==> src/rtl/mrdf_pkg.sv <==
`default_nettype none
package mrdf_pkg;

	localparam int SEEN_DEPTH = 16;
	localparam int SEEN_AW = $clog2(SEEN_DEPTH);
	localparam int QUEUE_DEPTH = 2;
	localparam int QUEUE_AW = $clog2(QUEUE_DEPTH);
	localparam int QUEUE_CW = $clog2(QUEUE_DEPTH + 1);
	localparam int IN_W = 72;
	localparam int OUT_W = 48;
	localparam int CFG_AW = 3;

	typedef enum logic [CFG_AW-1:0] {
		REG_NODE_ID,
		REG_BCAST_ID,
		REG_DEFAULT_TTL,
		REG_TYPE_PRESENCE,
		REG_TYPE_ROUTE_ADV,
		REG_TYPE_ACK,
		REG_TYPE_CHAT
	} cfg_reg_t;

	typedef enum logic [2:0] {
		ACT_DROP,
		ACT_PRESENCE,
		ACT_ROUTE_ADV,
		ACT_ACK,
		ACT_FOR_ME,
		ACT_RELAYED,
		ACT_EXPIRED
	} action_t;

	typedef enum logic [2:0] {
		KIND_PRESENCE,
		KIND_ROUTE_ADV,
		KIND_ACK,
		KIND_CHAT,
		KIND_OTHER
	} kind_t;

	typedef enum logic [1:0] {
		ST_IDLE,
		ST_LOOK,
		ST_DEC
	} back_state_t;

	typedef struct packed {
		logic [7:0] msg_type;
		logic [7:0] src_node;
		logic [7:0] msg_id;
	} seen_key_t;

	typedef struct packed {
		logic       early_drop;
		seen_key_t  key;
		kind_t      kind;
		logic       chat_code;
		logic       dst_me;
		logic       for_us;
		logic       eligible;
		logic       can_relay;
		logic       learn_nb;
		logic       learn_src;
		logic [7:0] cost;
		logic [7:0] relay_ttl;
		logic       has_payload;
		logic [7:0] first_payload;
	} desc_t;

	typedef struct packed {
		action_t    action;
		logic       send_ack;
		logic [7:0] ack_msg_id;
		logic       relay;
		logic [7:0] relay_ttl;
		logic       learn_neighbor;
		logic       learn_source;
		logic [7:0] source_cost;
		logic       deliver_chat;
		logic       update_directory;
		logic       resolve_ack;
		logic [7:0] acked_id;
	} result_t;

endpackage
`default_nettype wire

==> src/rtl/mrdf_front.sv <==
`default_nettype none
module mrdf_front
	import mrdf_pkg::*;
(
	input  wire logic              clk,
	input  wire logic              arst_n,
	input  wire logic              cfg_we,
	input  wire logic [CFG_AW-1:0] cfg_addr,
	input  wire logic [7:0]        cfg_wdata,
	input  wire logic              in_valid,
	input  wire logic [IN_W-1:0]   in_data,
	output desc_t                  desc
);

	logic [7:0] node_id_q;
	logic [7:0] bcast_id_q;
	logic [7:0] default_ttl_q;
	logic [7:0] type_presence_q;
	logic [7:0] type_route_adv_q;
	logic [7:0] type_ack_q;
	logic [7:0] type_chat_q;

	logic       too_short;
	logic [7:0] msg_type;
	logic [7:0] src_node;
	logic [7:0] dst_node;
	logic [7:0] prev_hop;
	logic [7:0] next_hop;
	logic [7:0] msg_id;
	logic [7:0] ttl;
	logic       has_payload;
	logic [7:0] first_payload;
	logic       learn_nb;
	logic       learn_src;

	always_ff @(posedge clk or negedge arst_n) begin
		if (!arst_n) begin
			node_id_q        <= 8'd0;
			bcast_id_q       <= 8'd255;
			default_ttl_q    <= 8'd7;
			type_presence_q  <= 8'd0;
			type_route_adv_q <= 8'd1;
			type_ack_q       <= 8'd2;
			type_chat_q      <= 8'd3;
		end else if (cfg_we) begin
			case (cfg_reg_t'(cfg_addr))
				REG_NODE_ID:        node_id_q <= cfg_wdata;
				REG_BCAST_ID:       bcast_id_q <= cfg_wdata;
				REG_DEFAULT_TTL:    default_ttl_q <= cfg_wdata;
				REG_TYPE_PRESENCE:  type_presence_q <= cfg_wdata;
				REG_TYPE_ROUTE_ADV: type_route_adv_q <= cfg_wdata;
				REG_TYPE_ACK:       type_ack_q <= cfg_wdata;
				REG_TYPE_CHAT:      type_chat_q <= cfg_wdata;
				default: ;
			endcase
		end
	end

	assign too_short     = in_data[0];
	assign msg_type      = in_data[8:1];
	assign src_node      = in_data[16:9];
	assign dst_node      = in_data[24:17];
	assign prev_hop      = in_data[32:25];
	assign next_hop      = in_data[40:33];
	assign msg_id        = in_data[48:41];
	assign ttl           = in_data[56:49];
	assign has_payload   = in_data[57];
	assign first_payload = in_data[65:58];

	assign learn_nb  = (prev_hop != node_id_q);
	assign learn_src = learn_nb && (src_node != prev_hop);

	always_comb begin
		desc = '0;
		if (in_valid) begin
			desc.early_drop    = too_short || (src_node == node_id_q);
			desc.key.msg_type  = msg_type;
			desc.key.src_node  = src_node;
			desc.key.msg_id    = msg_id;
			if (msg_type == type_presence_q) begin
				desc.kind = KIND_PRESENCE;
			end else if (msg_type == type_route_adv_q) begin
				desc.kind = KIND_ROUTE_ADV;
			end else if (msg_type == type_ack_q) begin
				desc.kind = KIND_ACK;
			end else if (msg_type == type_chat_q) begin
				desc.kind = KIND_CHAT;
			end else begin
				desc.kind = KIND_OTHER;
			end
			desc.chat_code     = (msg_type == type_chat_q);
			desc.dst_me        = (dst_node == node_id_q);
			desc.for_us        = (dst_node == node_id_q) || (dst_node == bcast_id_q);
			desc.eligible      = (next_hop == node_id_q) || (next_hop == bcast_id_q);
			desc.can_relay     = desc.eligible && (ttl > 8'd1);
			desc.learn_nb      = learn_nb;
			desc.learn_src     = learn_src;
			desc.cost          = learn_src ? (default_ttl_q - ttl + 8'd1) : 8'd0;
			desc.relay_ttl     = ttl - 8'd1;
			desc.has_payload   = has_payload;
			desc.first_payload = first_payload;
		end
	end

endmodule
`default_nettype wire

==> src/rtl/mrdf_queue.sv <==
`default_nettype none
module mrdf_queue
	import mrdf_pkg::*;
(
	input  wire logic  clk,
	input  wire logic  arst_n,
	input  wire logic  push,
	input  wire desc_t push_data,
	output logic       full,
	input  wire logic  pop,
	output desc_t      pop_data,
	output logic       empty
);

	desc_t                mem_q [QUEUE_DEPTH];
	logic [QUEUE_AW-1:0]  wr_ptr_q;
	logic [QUEUE_AW-1:0]  rd_ptr_q;
	logic [QUEUE_CW-1:0]  count_q;
	logic                 do_push;
	logic                 do_pop;

	assign full     = (count_q == QUEUE_CW'(QUEUE_DEPTH));
	assign empty    = (count_q == '0);
	assign do_push  = push && !full;
	assign do_pop   = pop && !empty;
	assign pop_data = mem_q[rd_ptr_q];

	always_ff @(posedge clk) begin
		if (do_push) begin
			mem_q[wr_ptr_q] <= push_data;
		end
	end

	always_ff @(posedge clk or negedge arst_n) begin
		if (!arst_n) begin
			wr_ptr_q <= '0;
			rd_ptr_q <= '0;
			count_q  <= '0;
		end else begin
			if (do_push) begin
				wr_ptr_q <= (wr_ptr_q == QUEUE_AW'(QUEUE_DEPTH - 1)) ? '0 : wr_ptr_q + 1'b1;
			end
			if (do_pop) begin
				rd_ptr_q <= (rd_ptr_q == QUEUE_AW'(QUEUE_DEPTH - 1)) ? '0 : rd_ptr_q + 1'b1;
			end
			if (do_push && !do_pop) begin
				count_q <= count_q + 1'b1;
			end else if (do_pop && !do_push) begin
				count_q <= count_q - 1'b1;
			end
		end
	end

endmodule
`default_nettype wire

==> src/rtl/mrdf_back.sv <==
`default_nettype none
module mrdf_back
	import mrdf_pkg::*;
(
	input  wire logic  clk,
	input  wire logic  arst_n,
	input  wire logic  q_empty,
	input  wire desc_t q_data,
	output logic       q_pop,
	output logic       out_valid,
	input  wire logic  out_ready,
	output result_t    out_result
);

	back_state_t          st_q;
	back_state_t          st_d;
	desc_t                work_q;
	logic                 hit_q;
	logic                 hit;
	logic                 fire;
	logic                 out_free;
	logic                 cache_wr;
	result_t              res;
	result_t              res_q;
	logic                 out_valid_q;
	logic                 seen_valid_q [SEEN_DEPTH];
	seen_key_t            seen_key_q [SEEN_DEPTH];
	logic [SEEN_AW-1:0]   seen_ptr_q;

	always_comb begin
		hit = 1'b0;
		for (int i = 0; i < SEEN_DEPTH; i++) begin
			if (seen_valid_q[i] && (seen_key_q[i] == work_q.key)) begin
				hit = 1'b1;
			end
		end
	end

	assign out_free = !out_valid_q || out_ready;
	assign fire     = (st_q == ST_DEC) && out_free;
	assign q_pop    = !q_empty && ((st_q == ST_IDLE) || fire);
	assign cache_wr = fire && !work_q.early_drop && !hit_q;

	always_ff @(posedge clk or negedge arst_n) begin
		if (!arst_n) begin
			st_q <= ST_IDLE;
		end else begin
			st_q <= st_d;
		end
	end

	always_comb begin
		st_d = st_q;
		case (st_q)
			ST_IDLE: begin
				if (q_pop) begin
					st_d = ST_LOOK;
				end
			end
			ST_LOOK: begin
				st_d = ST_DEC;
			end
			ST_DEC: begin
				if (fire) begin
					st_d = q_pop ? ST_LOOK : ST_IDLE;
				end
			end
			default: begin
				st_d = ST_IDLE;
			end
		endcase
	end

	always_comb begin
		res = '0;
		res.action = ACT_DROP;
		if (work_q.early_drop) begin
			res.action = ACT_DROP;
		end else if (hit_q) begin
			if (work_q.chat_code && work_q.dst_me) begin
				res.send_ack   = 1'b1;
				res.ack_msg_id = work_q.key.msg_id;
			end
		end else begin
			res.learn_neighbor = work_q.learn_nb;
			res.learn_source   = work_q.learn_src;
			res.source_cost    = work_q.cost;
			case (work_q.kind)
				KIND_PRESENCE: begin
					res.update_directory = work_q.has_payload;
					res.relay            = work_q.can_relay;
					res.action           = ACT_PRESENCE;
				end
				KIND_ROUTE_ADV: begin
					res.action = ACT_ROUTE_ADV;
				end
				KIND_ACK: begin
					if (work_q.dst_me) begin
						if (work_q.has_payload) begin
							res.resolve_ack = 1'b1;
							res.acked_id    = work_q.first_payload;
						end
						res.action = ACT_ACK;
					end else if (work_q.eligible) begin
						res.relay  = work_q.can_relay;
						res.action = work_q.can_relay ? ACT_ACK : ACT_EXPIRED;
					end else begin
						res.action = ACT_ACK;
					end
				end
				KIND_CHAT: begin
					res.deliver_chat = work_q.for_us;
					if (work_q.dst_me) begin
						res.send_ack   = 1'b1;
						res.ack_msg_id = work_q.key.msg_id;
						res.action     = ACT_FOR_ME;
					end else if (work_q.eligible) begin
						res.relay = work_q.can_relay;
						if (work_q.for_us) begin
							res.action = ACT_FOR_ME;
						end else begin
							res.action = work_q.can_relay ? ACT_RELAYED : ACT_EXPIRED;
						end
					end else begin
						res.action = work_q.for_us ? ACT_FOR_ME : ACT_RELAYED;
					end
				end
				default: begin
					res.action = ACT_DROP;
				end
			endcase
			if (res.relay) begin
				res.relay_ttl = work_q.relay_ttl;
			end
		end
	end

	always_ff @(posedge clk) begin
		if (q_pop) begin
			work_q <= q_data;
		end
		if (st_q == ST_LOOK) begin
			hit_q <= hit;
		end
		if (fire) begin
			res_q <= res;
		end
		if (cache_wr) begin
			seen_key_q[seen_ptr_q] <= work_q.key;
		end
	end

	always_ff @(posedge clk or negedge arst_n) begin
		if (!arst_n) begin
			out_valid_q <= 1'b0;
			seen_ptr_q  <= '0;
			for (int i = 0; i < SEEN_DEPTH; i++) begin
				seen_valid_q[i] <= 1'b0;
			end
		end else begin
			if (fire) begin
				out_valid_q <= 1'b1;
			end else if (out_ready) begin
				out_valid_q <= 1'b0;
			end
			if (cache_wr) begin
				seen_valid_q[seen_ptr_q] <= 1'b1;
				seen_ptr_q <= (seen_ptr_q == SEEN_AW'(SEEN_DEPTH - 1)) ? '0 : seen_ptr_q + 1'b1;
			end
		end
	end

	assign out_valid  = out_valid_q;
	assign out_result = res_q;

	a_look_then_dec: assert property (@(posedge clk) disable iff (!arst_n)
		(st_q == ST_LOOK) |=> (st_q == ST_DEC))
		else $error("lookup state not followed by decision state");

	a_cache_wr_in_dec: assert property (@(posedge clk) disable iff (!arst_n)
		cache_wr |-> (st_q == ST_DEC) && !hit_q)
		else $error("cache written outside a new-packet decision");

	a_relay_ttl: assert property (@(posedge clk) disable iff (!arst_n)
		(out_valid_q && res_q.relay) |-> (res_q.relay_ttl != 8'd0))
		else $error("relay issued with exhausted ttl");

	a_learn_src: assert property (@(posedge clk) disable iff (!arst_n)
		(out_valid_q && res_q.learn_source) |-> res_q.learn_neighbor)
		else $error("source learning without neighbor learning");

	a_resolve_ack: assert property (@(posedge clk) disable iff (!arst_n)
		(out_valid_q && res_q.resolve_ack) |-> (res_q.action == ACT_ACK))
		else $error("ack resolve on a non-ack action");

endmodule
`default_nettype wire

==> src/rtl/mesh_rx_dedup_forward_filter.sv <==
// Receive filter for mesh packet headers: drops short and own packets, removes
// repeats through a 16-entry ring cache of (type, source, id), and decides ack,
// relay, delivery, directory and route learning strobes for each header.
// Headers enter on the s_axis channel and one result item per header leaves on
// the m_axis channel. Registers are written through cfg_we, cfg_addr and
// cfg_wdata; the user must write them only while the block is idle, which the
// block itself does not enforce. An unknown index is ignored. A front part
// classifies each header against the registers and places it in a two-entry
// queue. The back part takes one item at a time: a lookup state does the
// parallel compare over all cache entries, then a decision state makes the
// decision and the cache update once the output register is free.
// A result waits in the output register while m_axis_tready is low; the queue
// keeps accepting until it holds two items, then s_axis_tready falls.
// Reset clears the cache valid bits and the write pointer and loads the default
// register values; the block is ready for input as soon as reset is released.
`default_nettype none
module mesh_rx_dedup_forward_filter
	import mrdf_pkg::*;
(
	input  wire logic              clk,
	input  wire logic              arst_n,
	input  wire logic              cfg_we,
	input  wire logic [CFG_AW-1:0] cfg_addr,
	input  wire logic [7:0]        cfg_wdata,
	input  wire logic              s_axis_tvalid,
	output logic                   s_axis_tready,
	// too_short, msg_type, src_node, dst_node, prev_hop, next_hop, msg_id, ttl,
	// has_payload, first_payload, zero fill.
	input  wire logic [IN_W-1:0]   s_axis_tdata,
	output logic                   m_axis_tvalid,
	input  wire logic              m_axis_tready,
	// action, send_ack, ack_msg_id, relay, relay_ttl, learn_neighbor,
	// learn_source, source_cost, deliver_chat, update_directory, resolve_ack,
	// acked_id, zero fill.
	output logic [OUT_W-1:0]       m_axis_tdata
);

	desc_t   front_desc;
	desc_t   q_data;
	logic    q_full;
	logic    q_empty;
	logic    q_pop;
	logic    push;
	result_t res;

	assign s_axis_tready = !q_full;
	assign push          = s_axis_tvalid && !q_full;

	mrdf_front u_front (
		.clk      (clk),
		.arst_n   (arst_n),
		.cfg_we   (cfg_we),
		.cfg_addr (cfg_addr),
		.cfg_wdata(cfg_wdata),
		.in_valid (push),
		.in_data  (s_axis_tdata),
		.desc     (front_desc)
	);

	mrdf_queue u_queue (
		.clk      (clk),
		.arst_n   (arst_n),
		.push     (push),
		.push_data(front_desc),
		.full     (q_full),
		.pop      (q_pop),
		.pop_data (q_data),
		.empty    (q_empty)
	);

	mrdf_back u_back (
		.clk       (clk),
		.arst_n    (arst_n),
		.q_empty   (q_empty),
		.q_data    (q_data),
		.q_pop     (q_pop),
		.out_valid (m_axis_tvalid),
		.out_ready (m_axis_tready),
		.out_result(res)
	);

	assign m_axis_tdata = {6'd0, res.acked_id, res.resolve_ack, res.update_directory,
		res.deliver_chat, res.source_cost, res.learn_source, res.learn_neighbor,
		res.relay_ttl, res.relay, res.ack_msg_id, res.send_ack, res.action};

endmodule
`default_nettype wire

==> config.mk <==
export PLATFORM = sky130hd
export DESIGN_NAME = mesh_rx_dedup_forward_filter
export DESIGN_NICKNAME = d
export VERILOG_FILES = /design/src/rtl/mrdf_pkg.sv /design/src/rtl/mrdf_front.sv /design/src/rtl/mrdf_queue.sv /design/src/rtl/mrdf_back.sv /design/src/rtl/mesh_rx_dedup_forward_filter.sv
export SDC_FILE = /design/constraint.sdc
export NUM_CORES = 1
export LEC_CHECK = 0
export BUFFER_PORTS_ARGS = -buffer_cell sky130_fd_sc_hd__buf_2
export CORE_UTILIZATION = 52
export DETAILED_ROUTE_END_ITERATION = 10
export PLACE_DENSITY_LB_ADDON = 0.3
export SLEW_MARGIN = 10
export SYNTH_ARGS = -nofsm -noshare
export SYNTH_HDL_FRONTEND = slang
export SYNTH_SLANG_ARGS = --single-unit
==> constraint.sdc <==
create_clock -name clk -period 7 [get_ports clk]
set_input_delay 0.35 -clock clk [delete_from_list [all_inputs] [get_ports clk]]
set_output_delay 0.35 -clock clk [all_outputs]
set_load 0.05 [all_outputs]
# Yosys cells after proc, flatten, opt, wreduce, memory -nomap -nowiden
# Memories as Yosys holds them, arrays and structs flattened. A register that Yosys moved wholly into a read port is not among the register bits.
# Index checks and enable logic that the tools add are counted.
# Widths: inputs -> output; s select.
# classes
n_addsub	8
muxes	43
n_eq_ne	42
div	0
multipliers	0
reduce_logical	63
shifts	0
order_cmp	3
n_bitwise	8
# ops
cell	count
$eq 24x24->1	16
$eq 8x8->1	9
$mux 60	1
$mux 9	5
$mux 3	10
$logic_and 1x1->1	29
$mux 1	16
$ne 8x8->1	2
$or 16x16->16	1
$reduce_and 2->1	8
$reduce_or 15->1	1
$eq 3x2->1 const B	4
$pmux 3 s4	1
$mux 2	5
$eq 3x3->1 const B	3
$reduce_or 3->1	3
$add 8x1->8 const B	1
$gt 8x1->1 const B	1
$mux 8	1
$sub 8x1->8 const B	1
$sub 8x8->8	1
$logic_not 1->1	7
$eq 3x1->1 const B	2
$logic_not 3->1	2
other kinds (22)	37
# word_totals
rom_bits	0
ram_bits	504
in_bits	88
memories	2
latch_bits	0
ff_bits	126
# memory_table
memory	words	word_bits	rd	rd_ports_with_merged_regs	wr	line_no	source
u_back.seen_key_q	16	24	16	0	1	mrdf_back.sv:27	seen_key_t seen_key_q [SEEN_DEPTH];
u_queue.mem_q	2	60	1	1	1	mrdf_queue.sv:15	desc_t mem_q [QUEUE_DEPTH];

# Longest topological paths before layout
# Gate-level depths: netlist of the first run.
# depth
depth_word	9
depth_mapped	11
mapped_depth_nobuf	11

# Modules after synthesis
# From an unflattened synthesis of the first run, not the netlist that was laid out.
# hier_totals
cells_unflattened	1825
hier_area_um2	29567.1
# by_module_without_submodules
mod	seq_area_each_um2	n_inst	area_per_inst_um2	cells_each
mrdf_back	15199.6	1	20626.0	1218
mrdf_queue	3703.6	1	4828.4	206
mrdf_front	1420.1	1	4053.9	392
mesh_rx_dedup_forward_filter	0.0	1	58.8	9

# Worst setup path after synthesis of the first run
# No wires, ideal clock.
# synth_timing
path_kind	register to register
startpoint	reg u_back.out_valid_q, in the netlist u_back.out_valid
endpoint	reg u_queue.count_q[1]
required_time_ns	6.921
path_slack_ns	0.477
period_less_slack_ns	6.523
path_stages_with_launch	8
arrival_ns	6.443
path_cell_list	dfrtp_1 > nor2b_1 > a211oi_1 > inv_1 > ha_1 > xor2_1 > nor2_1 > xor2_1
# synth_between
elab_chain_len	9
# synth_lines
element	line_no	source
from (decl)	mrdf_back.sv:25	logic out_valid_q;
from (signal assigned)	mrdf_back.sv:155	out_valid_q <= 1'b0;
from (signal assigned)	mrdf_back.sv:162	out_valid_q <= 1'b1;
from (signal assigned)	mrdf_back.sv:164	out_valid_q <= 1'b0;
$logic_not 1->1 (*)	mrdf_back.sv:39	assign out_free = !out_valid_q || out_ready;
$logic_or 1x1->1 (*)	mrdf_back.sv:39	
$logic_and 1x1->1 (*)	mrdf_back.sv:40	assign fire = (st_q == ST_DEC) && out_free;
$logic_or 1x1->1 (*)	mrdf_back.sv:41	assign q_pop = !q_empty && ((st_q == ST_IDLE) || fire);
$logic_and 1x1->1 (*)	mrdf_back.sv:41	
$logic_and 1x1->1 (*)	mrdf_queue.sv:25	assign do_pop = pop && !empty;
$logic_not 1->1	mrdf_queue.sv:46	if (do_push && !do_pop) begin
$logic_and 1x1->1	mrdf_queue.sv:46	
$mux 2 or $reduce_bool 2->1 (tied branches)	--	
to (signal assigned)	mrdf_queue.sv:47	count_q <= count_q + 1'b1;
to (signal assigned)	mrdf_queue.sv:49	count_q <= count_q - 1'b1;
to (decl)	mrdf_queue.sv:18	logic [QUEUE_CW-1:0] count_q;
# Mark *: on every way between the ends. The rest lies on a longest branch, timed or not.
# A chain may end at the register's enable or synchronous reset.

# Worst setup path in the final report of the first run
# layout_timing
startpoint	reg u_back.work_q[41] (netlist name)
endpoint	reg u_back.hit_q, data pin
# layout_between
elab_chain_len	3
# layout_lines
element	line_no	source
$eq 24x24->1	mrdf_back.sv:33	if (seen_valid_q[i] && (seen_key_q[i] == work_q.key)) begin
$logic_and 1x1->1	mrdf_back.sv:33	
$reduce_or 15->1 (no source line) or $mux 1 (tied branches)	--	
to (signal assigned)	mrdf_back.sv:143	hit_q <= hit;
to (decl)	mrdf_back.sv:18	logic hit_q;
# Parallel ways exist; a longest one is shown, timed or not.

==> flow_metrics.py, run 1 <==
metrics = {
    "run_status": {
        "status": "finished clean",
    },
    "floorplan": {
        "dieArea_um2": 57100,
        "core_um2": 55300,
        "initial_utilization": 0.528,
        "die_x_um": 239,
        "die_h_um": 239,
        "io-pin-count": 138,
        "row_count": 86,
    },
    "pwr": {
        "powerDensity_nw_per_um2": 407,
        "ir_drop_mv": 0.251,
        "internal_power_mw": 8.98,
        "p_comb_frac": 0.279,
        "p_seq_frac": 0.451,
        "p_total_mw": 13.3,
        "p_sw_frac": 0.326,
        "power_frac_clock": 0.270,
        "p_sw_mw": 4.34,
        "cellLeakagePower_nw": 11.6,
    },
    "grt": {
        "grt_pass1_vias": 15184,
        "antenna_found_initial": 1,
        "grt_usage": 0.207,
        "grt_overflow": 0,
        "grt_max_degree": 62,
        "grt_pass1_wl_um": 88600,
    },
    "synthesis": {
        "synth.largest_area_cell": "edfxtp_1",
        "yosysWarnings": 0,
        "synth-main-ff-cell": "edfxtp_1",
        "syn-cell-area_um2": 29200,
        "yosysUniqueCellTypes": 51,
        "seq_area_frac_synth": 0.696,
        "synth-edff-count": 607,
        "async_flop_share": 0.120,
        "yosysTopAreaCellShare": 0.624,
        "synth_cells": 1816,
        "avgSynthCellArea_um2": 16.1,
        "synth_area_leaders": "edfxtp_1 62%, xor2_1 9.5%, dfrtp_1 5.8%",
        "ys_ff_latch": 690,
    },
    "sta": {
        "finalCritPeriodShare": 0.483,
        "finalSetupViolations": 0,
        "fin_skew_ns": 0.0215,
        "fin_tns_setup_ns": 0,
        "timing.fmax_ghz": 0.296,
        "slew_headroom": 0.149,
        "tightest_slew_ns": 1.28,
        "hold_violations": 0,
        "rsz0062_at_grt": "false",
        "finalCriticalPeriod_ns": 3.38,
        "slew_violations": 0,
    },
    "worst_setup_path": {
        "worst-path-buf-inv": 1,
        "crit_slowest_cell": "edfxtp_1",
        "cp.arrival_ns": 3.61,
        "cpMostUsedCell": "nor4_1",
        "cp-end-kind": "flip-flop",
        "cp_max_fo": 19,
        "crit_chain": "buf_4 > xor2_1 > nor4_1 > nand3_1 > nor4_1 > nor4_1 > nand4_1",
        "critical_path_class": "reg2reg",
        "critPathMaxStageDelay_ns": 0.99,
        "worst_ep_required_time_ns": 7.23,
        "critical-path-top-delay-family": "simple AND/OR/NAND/NOR gates",
        "start_kind": "flip-flop",
    },
    "clock_tree": {
        "cts_setup_buffers": 0,
        "clock_sinks": 690,
        "tritoncts": "done",
        "htreeDepth": 3,
        "cts_buffer_depth": 3,
        "root_buffer": "clkbuf_16",
        "cts_resized": 0,
        "cts_buffers": 70,
        "clk_pin_slew_worst_paths_ns": 0.06,
        "insertion_delay_ns": 0.61,
        "holdBufCountCts": 1,
    },
    "final_layout": {
        "antenna_cells": 0,
        "layout_commonest_cell": "edfxtp_1",
        "areaGrowthSynthToFinish_pct": 12.0,
        "instances_no_fill": 2770,
        "fin_util": 0.592,
        "fin_nets": 2075,
        "final_cell_area_um2": 32700,
        "final_cell_mix": "607 x edfxtp_1, 316 x xor2_1, 175 x xnor2_1",
        "drive_gt1_frac": 0.214,
    },
    "drt": {
        "drt-pass1-iter-count": 5,
        "final_antenna_net_count": 0,
        "wl_um": 58400,
        "viasPerCell": 5.38,
        "drt_iter0_drc": 983,
        "vias": 14901,
        "wl_per_cell_um": 21.1,
        "drc": 0,
    },
    "worst_hold_path": {
        "hold_path.class": "in2reg",
    },
    "placement": {
        "place_hpwl_um": 34000,
        "dp.cells": 2641,
        "routabilityCongestion": 0.845,
        "portBuffers": 125,
        "place_area_um2": 30500,
    },
    "run": {
        "maxCapViolations": 0,
    },
}
-- layout make-up --
class,instances,area (um2)
Timing Repair Buffer,163,916
Tap cell,748,936
Clock buffer,103,1980
Clock inverter,25,233
Inverter,18,67.6
Sequential cell,690,20300
Multi-Input combinational cell,1023,8270
Fill cell,4216,22600
-- stage by stage --
stage	hold WS, ns	worst slack, ns
finish	0.0590	3.62
global route	0.0480	3.53
CTS	0.0267	3.63
detailed placement	0.407	3.69
global placement	0.397	3.69
floorplan	0.0544	0.477
-- worst min-delay path, cell delays in order --
cell and delay (ns):
buf_2 0.08, nand2b_1 0.12, nand2_1 0.05
-- power by group through the flow --
stage / Combinational [mW] / Sequential, mW / Clock, mW
floorplan: 2.49 / 6.31 / 0
finish: 3.72 / 6.00 / 3.60
detailed placement: 3.74 / 6.09 / 0
CTS: 3.77 / 6.01 / 3.67
global placement: 3.63 / 6.05 / 0
global route: 4.02 / 6.07 / 3.82
-- metal layers --
metal / global-route usage / part of all wire
met2: 0.334 / 0.48
met1: 0.286 / 0.44
met5: 0 / 0.00021
met4: 0.0676 / 0.026
met3: 0.0375 / 0.046
-- sequential cells by signal, summed over array words and instances, names as in the netlist, 16 cells and up --
name and cells:
u_back.out_result 42, u_back.seen_key_q 384, u_back.seen_valid_q 16, u_back.work_q 60, u_queue.mem_q 120
-- kinds of logic after synthesis --
| kind of cell | Yosys count | synth area share |
|---|---|---|
| DFF | 690 | 0.696 |
| AOI/OAI and AO/OA | 31 | 0.00698 |
| xor gates and xnor gates | 491 | 0.147 |
| and+or+nand+nor | 359 | 0.0719 |
| other | 1 | 0.000128 |
| muxes | 115 | 0.0443 |
| adders and majority gates | 21 | 0.00925 |
| buffers and inverters | 108 | 0.0247 |
-- Yosys cell counts, types with 23 or more instances --
library cell and n:
xnor2_1 175, clkbuf_1 23, edfxtp_1 607, nor4_1 82, mux2_2 115, nor3_1 23
nand4_1 36, dfrtp_1 68, nor2_1 42, xor2_1 316, buf_6 25, and3_1 36
nand3_1 37, and2_1 37
-- final timing paths --
check	end	cells after the start	slack [ns]	from
min in group asynchronous	u_front.default_ttl_q[3]	2	0.32	arst_n
hold reg to reg	u_back.seen_valid_q[14]	1	0.47	u_back.seen_valid_q[14]
setup / recovery	u_back.hit_q	7	3.62	u_back.work_q[41]
max in group asynchronous	u_queue.rd_ptr_q	3	5.54	arst_n
hold / removal	u_back.out_valid	3	0.06	m_axis_tready
setup reg to reg	u_back.hit_q	7	3.62	u_back.work_q[41]
(Power assumes the default switching activity.)
==> inputs of run 2 (changes only) <==
==> constraint.sdc (replaced) <==
create_clock -name clk -period 3.2 [get_ports clk]
set_input_delay 0.16 -clock clk [delete_from_list [all_inputs] [get_ports clk]]
set_output_delay 0.16 -clock clk [all_outputs]
set_load 0.05 [all_outputs]
==> run 2 against run 1 <==
First-iteration DRC count increased by 11%. Non-clock buffer count is 69 higher. Combinational power grew 130%. Global-route usage increased by 0.47 points. Core utilization up 1.6 points. Critical path type unchanged. Clock power increased by 120%. Sequential power rose by 120%. Highest routed layer is now met4. Hold slack worse by 0.025 ns. Clock skew about the same. Sequential cell count did not move. Final area grew 2.7%. Via count up 2.3%.
==> flow_metrics.py, run 2 (synthesis gave the netlist of run 1 again) <==
metrics = {
    "final_layout": {
        "largest-register": "u_back.seen_key_q",
        "n_fill_cell": 4081,
        "drive_gt1_frac": 0.226,
        "fin_nets": 2143,
        "fin_util": 0.608,
        "antenna_cells": 0,
        "final_cell_area_um2": 33600,
        "largest_reg_flops": 384,
        "instances_no_fill": 2838,
        "top_regs": "u_back.seen_key_q x384, u_queue.mem_q x120, u_back.work_q x60",
        "final_cell_mix": "607 x edfxtp_1, 316 x xor2_1, 175 x xnor2_1",
        "areaGrowthSynthToFinish_pct": 15.1,
        "layout_commonest_cell": "edfxtp_1",
    },
    "worst_setup_path": {
        "cp.arrival_ns": 3.05,
        "start_kind": "flip-flop",
        "cp_max_fo": 14,
        "critical_path_class": "reg2reg",
        "cp-end-kind": "flip-flop",
        "timing.rr.start": "u_back.work_q[55]",
        "worst_ep_required_time_ns": 3.49,
        "cp-startpoint": "u_back.work_q[55]",
    },
    "pwr": {
        "powerDensity_nw_per_um2": 886,
        "ir_drop_mv": 0.548,
        "cellLeakagePower_nw": 12.0,
        "p_total_mw": 29.8,
    },
    "grt": {
        "grt_pass1_wl_um": 90300,
        "grt_max_degree": 50,
        "grt_usage": 0.212,
        "grt_pass1_vias": 15361,
        "antenna_found_initial": 0,
        "grt_overflow": 0,
    },
    "drt": {
        "final_antenna_net_count": 0,
        "drc": 0,
        "drt-pass1-iter-count": 5,
        "viasPerCell": 5.37,
        "wl_per_cell_um": 20.9,
        "vias": 15238,
        "drt_iter0_drc": 1096,
        "wl_um": 59200,
    },
    "sta": {
        "hold_violations": 0,
        "finalCritPeriodShare": 0.861,
        "tightest_slew_ns": 1.02,
        "worst_slack_ns": 0.444,
        "finalCriticalPeriod_ns": 2.76,
        "fin_tns_setup_ns": 0,
        "whs_ns": 0.0342,
        "finalSetupViolations": 0,
        "slew_headroom": 0.320,
        "rsz0062_at_grt": "false",
        "timing.fmax_ghz": 0.363,
        "slew_violations": 0,
        "fin_skew_ns": 0.0219,
    },
    "clock_tree": {
        "clock_sinks": 690,
        "clk_pin_slew_worst_paths_ns": 0.06,
        "htreeDepth": 3,
        "cts_buffer_depth": 3,
        "holdBufCountCts": 41,
        "root_buffer": "clkbuf_16",
        "cts_resized": 0,
        "tritoncts": "done",
        "cts_setup_buffers": 0,
        "cts_buffers": 69,
        "insertion_delay_ns": 0.61,
    },
    "floorplan": {
        "die_h_um": 239,
        "io-pin-count": 138,
        "row_count": 86,
        "dieArea_um2": 57100,
        "core_um2": 55300,
        "initial_utilization": 0.528,
        "die_x_um": 239,
    },
    "run_status": {
        "status": "finished clean",
    },
    "placement": {
        "place_area_um2": 30900,
        "place_hpwl_um": 35000,
        "routabilityCongestion": 0.824,
        "pre_cts_slack_ns": 0.415,
        "portBuffers": 125,
        "dp.cells": 2670,
    },
    "run": {
        "maxCapViolations": 0,
    },
    "worst_hold_path": {
        "hold_start": "s_axis_tdata[3]",
        "hold_path.class": "in2reg",
    },
}
==> run 2: cell count changes in the layout (fill, tap and decap cells not counted), sizes merged <==
cell	delta
dlygate4sd3	+40
clkinvlp	+1
clkinv	+5
clkbuf	-7
buf	+29
==> run 2: layout make-up <==
| cell class | count | area, um2 | share of cell area |
|---|---|---|---|
| clock buffer | 96 | 1990 | 0.0593 |
| clock inverter | 31 | 278 | 0.00826 |
| inverter | 18 | 67.6 | 0.00201 |
| multi-input combinational | 1023 | 8270 | 0.246 |
| sequential | 690 | 20300 | 0.605 |
| tap | 748 | 936 | 0.0278 |
| timing repair buffer | 232 | 1750 | 0.0520 |
==> run 2: worst paths after layout <==
path	slack (ns)	cells past startpoint	end
max	0.44	7	u_back.hit_q
min reg2reg	0.47	1	u_back.seen_valid_q[4]
max in group asynchronous	2.30	3	u_front.default_ttl_q[1]
max reg2reg	0.44	7	u_back.hit_q
min in group asynchronous	0.13	2	u_front.node_id_q[3]
min	0.03	2	u_queue.mem_q[0][53]
==> run 2: where the power goes <==
group | internal, mW | leakage [nW] | switching [mW] | total [mW]
clock network | 4.70 | 1.12 | 3.30 | 8.00
registers | 12.3 | 6.60 | 0.869 | 13.2
logic | 3.13 | 4.28 | 5.48 | 8.61
==> run 2: per-layer routing <==
layer | track usage | wire, um | vias up
li1 | - | - | 7023
met5 | 0 | 0 | -
met4 | 0.0600 | 1330 | 0
met3 | 0.0406 | 2980 | 96
met2 | 0.347 | 28800 | 364
met1 | 0.290 | 26000 | 7755
==> run 2: critical path: stages, from the launching register on <==
cell and delay [ns]:
edfxtp_1 1.02, buf_4 0.33, xor2_1 0.15, nor3_1 0.06, nand3_1 0.08, nor4_1 0.07
nor4_1 0.49, nand4_1 0.24
==> inputs of run 3 (changes only) <==
--- a/config.mk
+++ b/config.mk
@@ -5,7 +5,7 @@
 export SDC_FILE = /design/constraint.sdc
 export NUM_CORES = 1
 export LEC_CHECK = 0
-export BUFFER_PORTS_ARGS = -buffer_cell sky130_fd_sc_hd__buf_2
+export BUFFER_PORTS_ARGS = -buffer_cell sky130_fd_sc_hd__clkbuf_2
 export CORE_UTILIZATION = 52
 export DETAILED_ROUTE_END_ITERATION = 10
 export PLACE_DENSITY_LB_ADDON = 0.3
==> constraint.sdc (replaced) <==
create_clock -name clk -period 3 [get_ports clk]
set_input_delay 0.15 -clock clk [delete_from_list [all_inputs] [get_ports clk]]
set_output_delay 0.15 -clock clk [all_outputs]
set_load 0.05 [all_outputs]
==> run 3 against run 2 <==
Worst setup slack got worse by 0.13 ns. Sequential cell count stayed put. Final area down 0.16%. Critical path type unchanged. Largest power group unchanged. Highest routed layer unchanged.
==> flow_metrics.py, run 3 (synthesis gave the netlist of run 1 again) <==
metrics = {
    "drt": {
        "drt-pass1-iter-count": 5,
        "wl_per_cell_um": 20.8,
        "drt_iter0_drc": 1162,
        "final_antenna_net_count": 0,
        "viasPerCell": 5.36,
        "wl_um": 58900,
        "drc": 0,
        "vias": 15142,
    },
    "run_status": {
        "status": "finished clean",
    },
    "sta": {
        "slew_violations": 0,
        "hold_violations": 0,
        "slew_headroom": 0.403,
        "worst_slack_ns": 0.318,
        "finalCritPeriodShare": 0.894,
        "fin_skew_ns": 0.0202,
        "finalCriticalPeriod_ns": 2.68,
        "whs_ns": 0.0467,
        "rsz0062_at_grt": "false",
        "finalSetupViolations": 0,
        "timing.fmax_ghz": 0.373,
        "tightest_slew_ns": 0.895,
    },
    "clock_tree": {
        "tritoncts": "done",
        "cts_buffer_depth": 3,
        "cts_resized": 0,
        "clock_sinks": 690,
        "insertion_delay_ns": 0.59,
        "root_buffer": "clkbuf_16",
        "htreeDepth": 3,
        "clk_pin_slew_worst_paths_ns": 0.06,
        "cts_buffers": 70,
    },
    "worst_setup_path": {
        "critical_path_class": "reg2reg",
        "cp_max_fo": 2,
        "cp.arrival_ns": 2.99,
        "crit_slowest_cell": "dfstp_2",
        "r2r-end": "u_queue.mem_q[1][24]",
        "start_kind": "flip-flop",
        "timing.rr.start": "u_front.default_ttl_q[1]",
        "worst_ep_required_time_ns": 3.31,
        "ff2ff_setup_slack_ns": 0.32,
        "crit_chain": "inv_1 > ha_1 > inv_1 > ha_1 > fa_1 > a21o_1 > a21oi_1 > o21bai_1 > a21oi_1 > xnor2_1 > nor2_1",
        "cp-end-kind": "flip-flop",
        "rr_worst_depth": 11,
        "critPathMaxStageDelay_ns": 0.51,
    },
    "placement": {
        "pre_cts_slack_ns": 0.328,
        "dp.cells": 2664,
        "place_hpwl_um": 34100,
        "routabilityCongestion": 0.859,
        "portBuffers": 125,
    },
    "floorplan": {
        "core_um2": 55300,
        "initial_utilization": 0.528,
        "dieArea_um2": 57100,
        "die_x_um": 239,
        "row_count": 86,
        "io-pin-count": 138,
        "die_h_um": 239,
    },
    "grt": {
        "grt_overflow": 0,
        "grt_pass1_vias": 15651,
        "grt_usage": 0.211,
        "grt_max_degree": 62,
        "grt_pass1_wl_um": 90200,
        "antenna_found_initial": 1,
    },
    "final_layout": {
        "n_fill_cell": 4098,
        "final_cell_mix": "607 x edfxtp_1, 316 x xor2_1, 175 x xnor2_1",
        "antenna_cells": 0,
        "largest_reg_flops": 384,
        "instances_no_fill": 2827,
        "drive_gt1_frac": 0.223,
        "layout_commonest_cell": "edfxtp_1",
        "top_regs": "u_back.seen_key_q x384, u_queue.mem_q x120, u_back.work_q x60",
        "largest-register": "u_back.seen_key_q",
        "areaGrowthSynthToFinish_pct": 14.9,
        "fin_util": 0.607,
        "fin_nets": 2136,
    },
    "pwr": {
        "p_comb_frac": 0.300,
        "ir_drop_mv": 0.529,
        "powerDensity_nw_per_um2": 941,
        "p_sw_frac": 0.324,
        "internal_power_mw": 21.3,
        "power_frac_clock": 0.260,
        "cellLeakagePower_nw": 12.0,
        "p_sw_mw": 10.2,
        "p_seq_frac": 0.440,
    },
    "worst_hold_path": {
        "holdPathEnd": "u_front.node_id_q[7]",
        "holdPathStages": 2,
        "hold_start": "cfg_wdata[7]",
        "hold_path.class": "in2reg",
    },
    "run": {
        "maxCapViolations": 0,
    },
}
==> run 3: cell count changes in the layout (fill, tap and decap cells not counted), sizes merged <==
cell / before / now
dlygate4sd3: 41 / 39
bufinv: 4 / 1
inv: 22 / 20
buf: 191 / 61
clkinv: 22 / 19
clkbuf: 96 / 225
==> run 3: per-stage QoR <==
stage | instance area [um2] | power (mW) | setup TNS [ns]
global placement | 31000 | 23.3 | 0
global route | 33600 | 33.0 | 0
detailed placement | 31000 | 23.6 | 0
CTS | 33600 | 31.9 | 0
finish | 33600 | 31.6 | 0
floorplan | 29300 | 20.5 | -0.509
==> run 3: critical path: cells and delay by family (launching register included) <==
kind | cells | cell delay (ns)
DFF | 1 | 0.51
AOI/OAI and AO/OA | 4 | 0.68
and+or+nand+nor | 1 | 0.07
adders and majority gates | 3 | 0.93
xor gates and xnor gates | 1 | 0.13
buffers and inverters | 2 | 0.08
==> run 3: power groups by stage <==
| stage | registers (mW) | logic, mW | clock network, mW |
|---|---|---|---|
| global route | 14.0 | 10.2 | 8.74 |
| global placement | 14.0 | 9.27 | 0 |
| floorplan | 14.7 | 5.85 | 0 |
| detailed placement | 14.1 | 9.50 | 0 |
| finish | 13.9 | 9.48 | 8.21 |
| CTS | 13.9 | 9.61 | 8.38 |
==> run 3: timing repair <==
action	4_1_cts	5_1_grt
setup buffers	0	0
hold buffers	39	0
hold endpoints to repair	137	0
==> run 3: how the worst max path moves through the flow <==
stage                                      end  depth (start not counted)  slack [ns]                     start
after detailed placement  u_queue.mem_q[1][24]                         11        0.33  u_front.default_ttl_q[1]
after global routing      u_queue.mem_q[1][24]                         11        0.18  u_front.default_ttl_q[1]
after CTS                 u_queue.mem_q[1][24]                         11        0.30  u_front.default_ttl_q[1]
final                     u_queue.mem_q[1][24]                         11        0.32  u_front.default_ttl_q[1]
after global placement    u_queue.mem_q[1][24]                         11        0.33  u_front.default_ttl_q[1]
after floorplan             u_queue.count_q[1]                          7       -0.33          u_back.out_valid
==> run 3: layout make-up <==
type | count | area [um2] | share of cell area
Inverter | 18 | 67.6 | 0.00201
Tap cell | 748 | 936 | 0.0279
Multi-Input combinational cell | 1023 | 8290 | 0.247
Clock buffer | 101 | 2020 | 0.0602
Clock inverter | 23 | 141 | 0.00421
Sequential cell | 690 | 20300 | 0.606
Timing Repair Buffer | 224 | 1780 | 0.0531
==> run 3: layer usage <==
metal,GRT usage,vias up,part of all wire
met5,0,-,0
met4,0.0653,0,0.026
met2,0.341,369,0.48
met3,0.0339,102,0.045
li1,-,6999,-
met1,0.293,7672,0.45
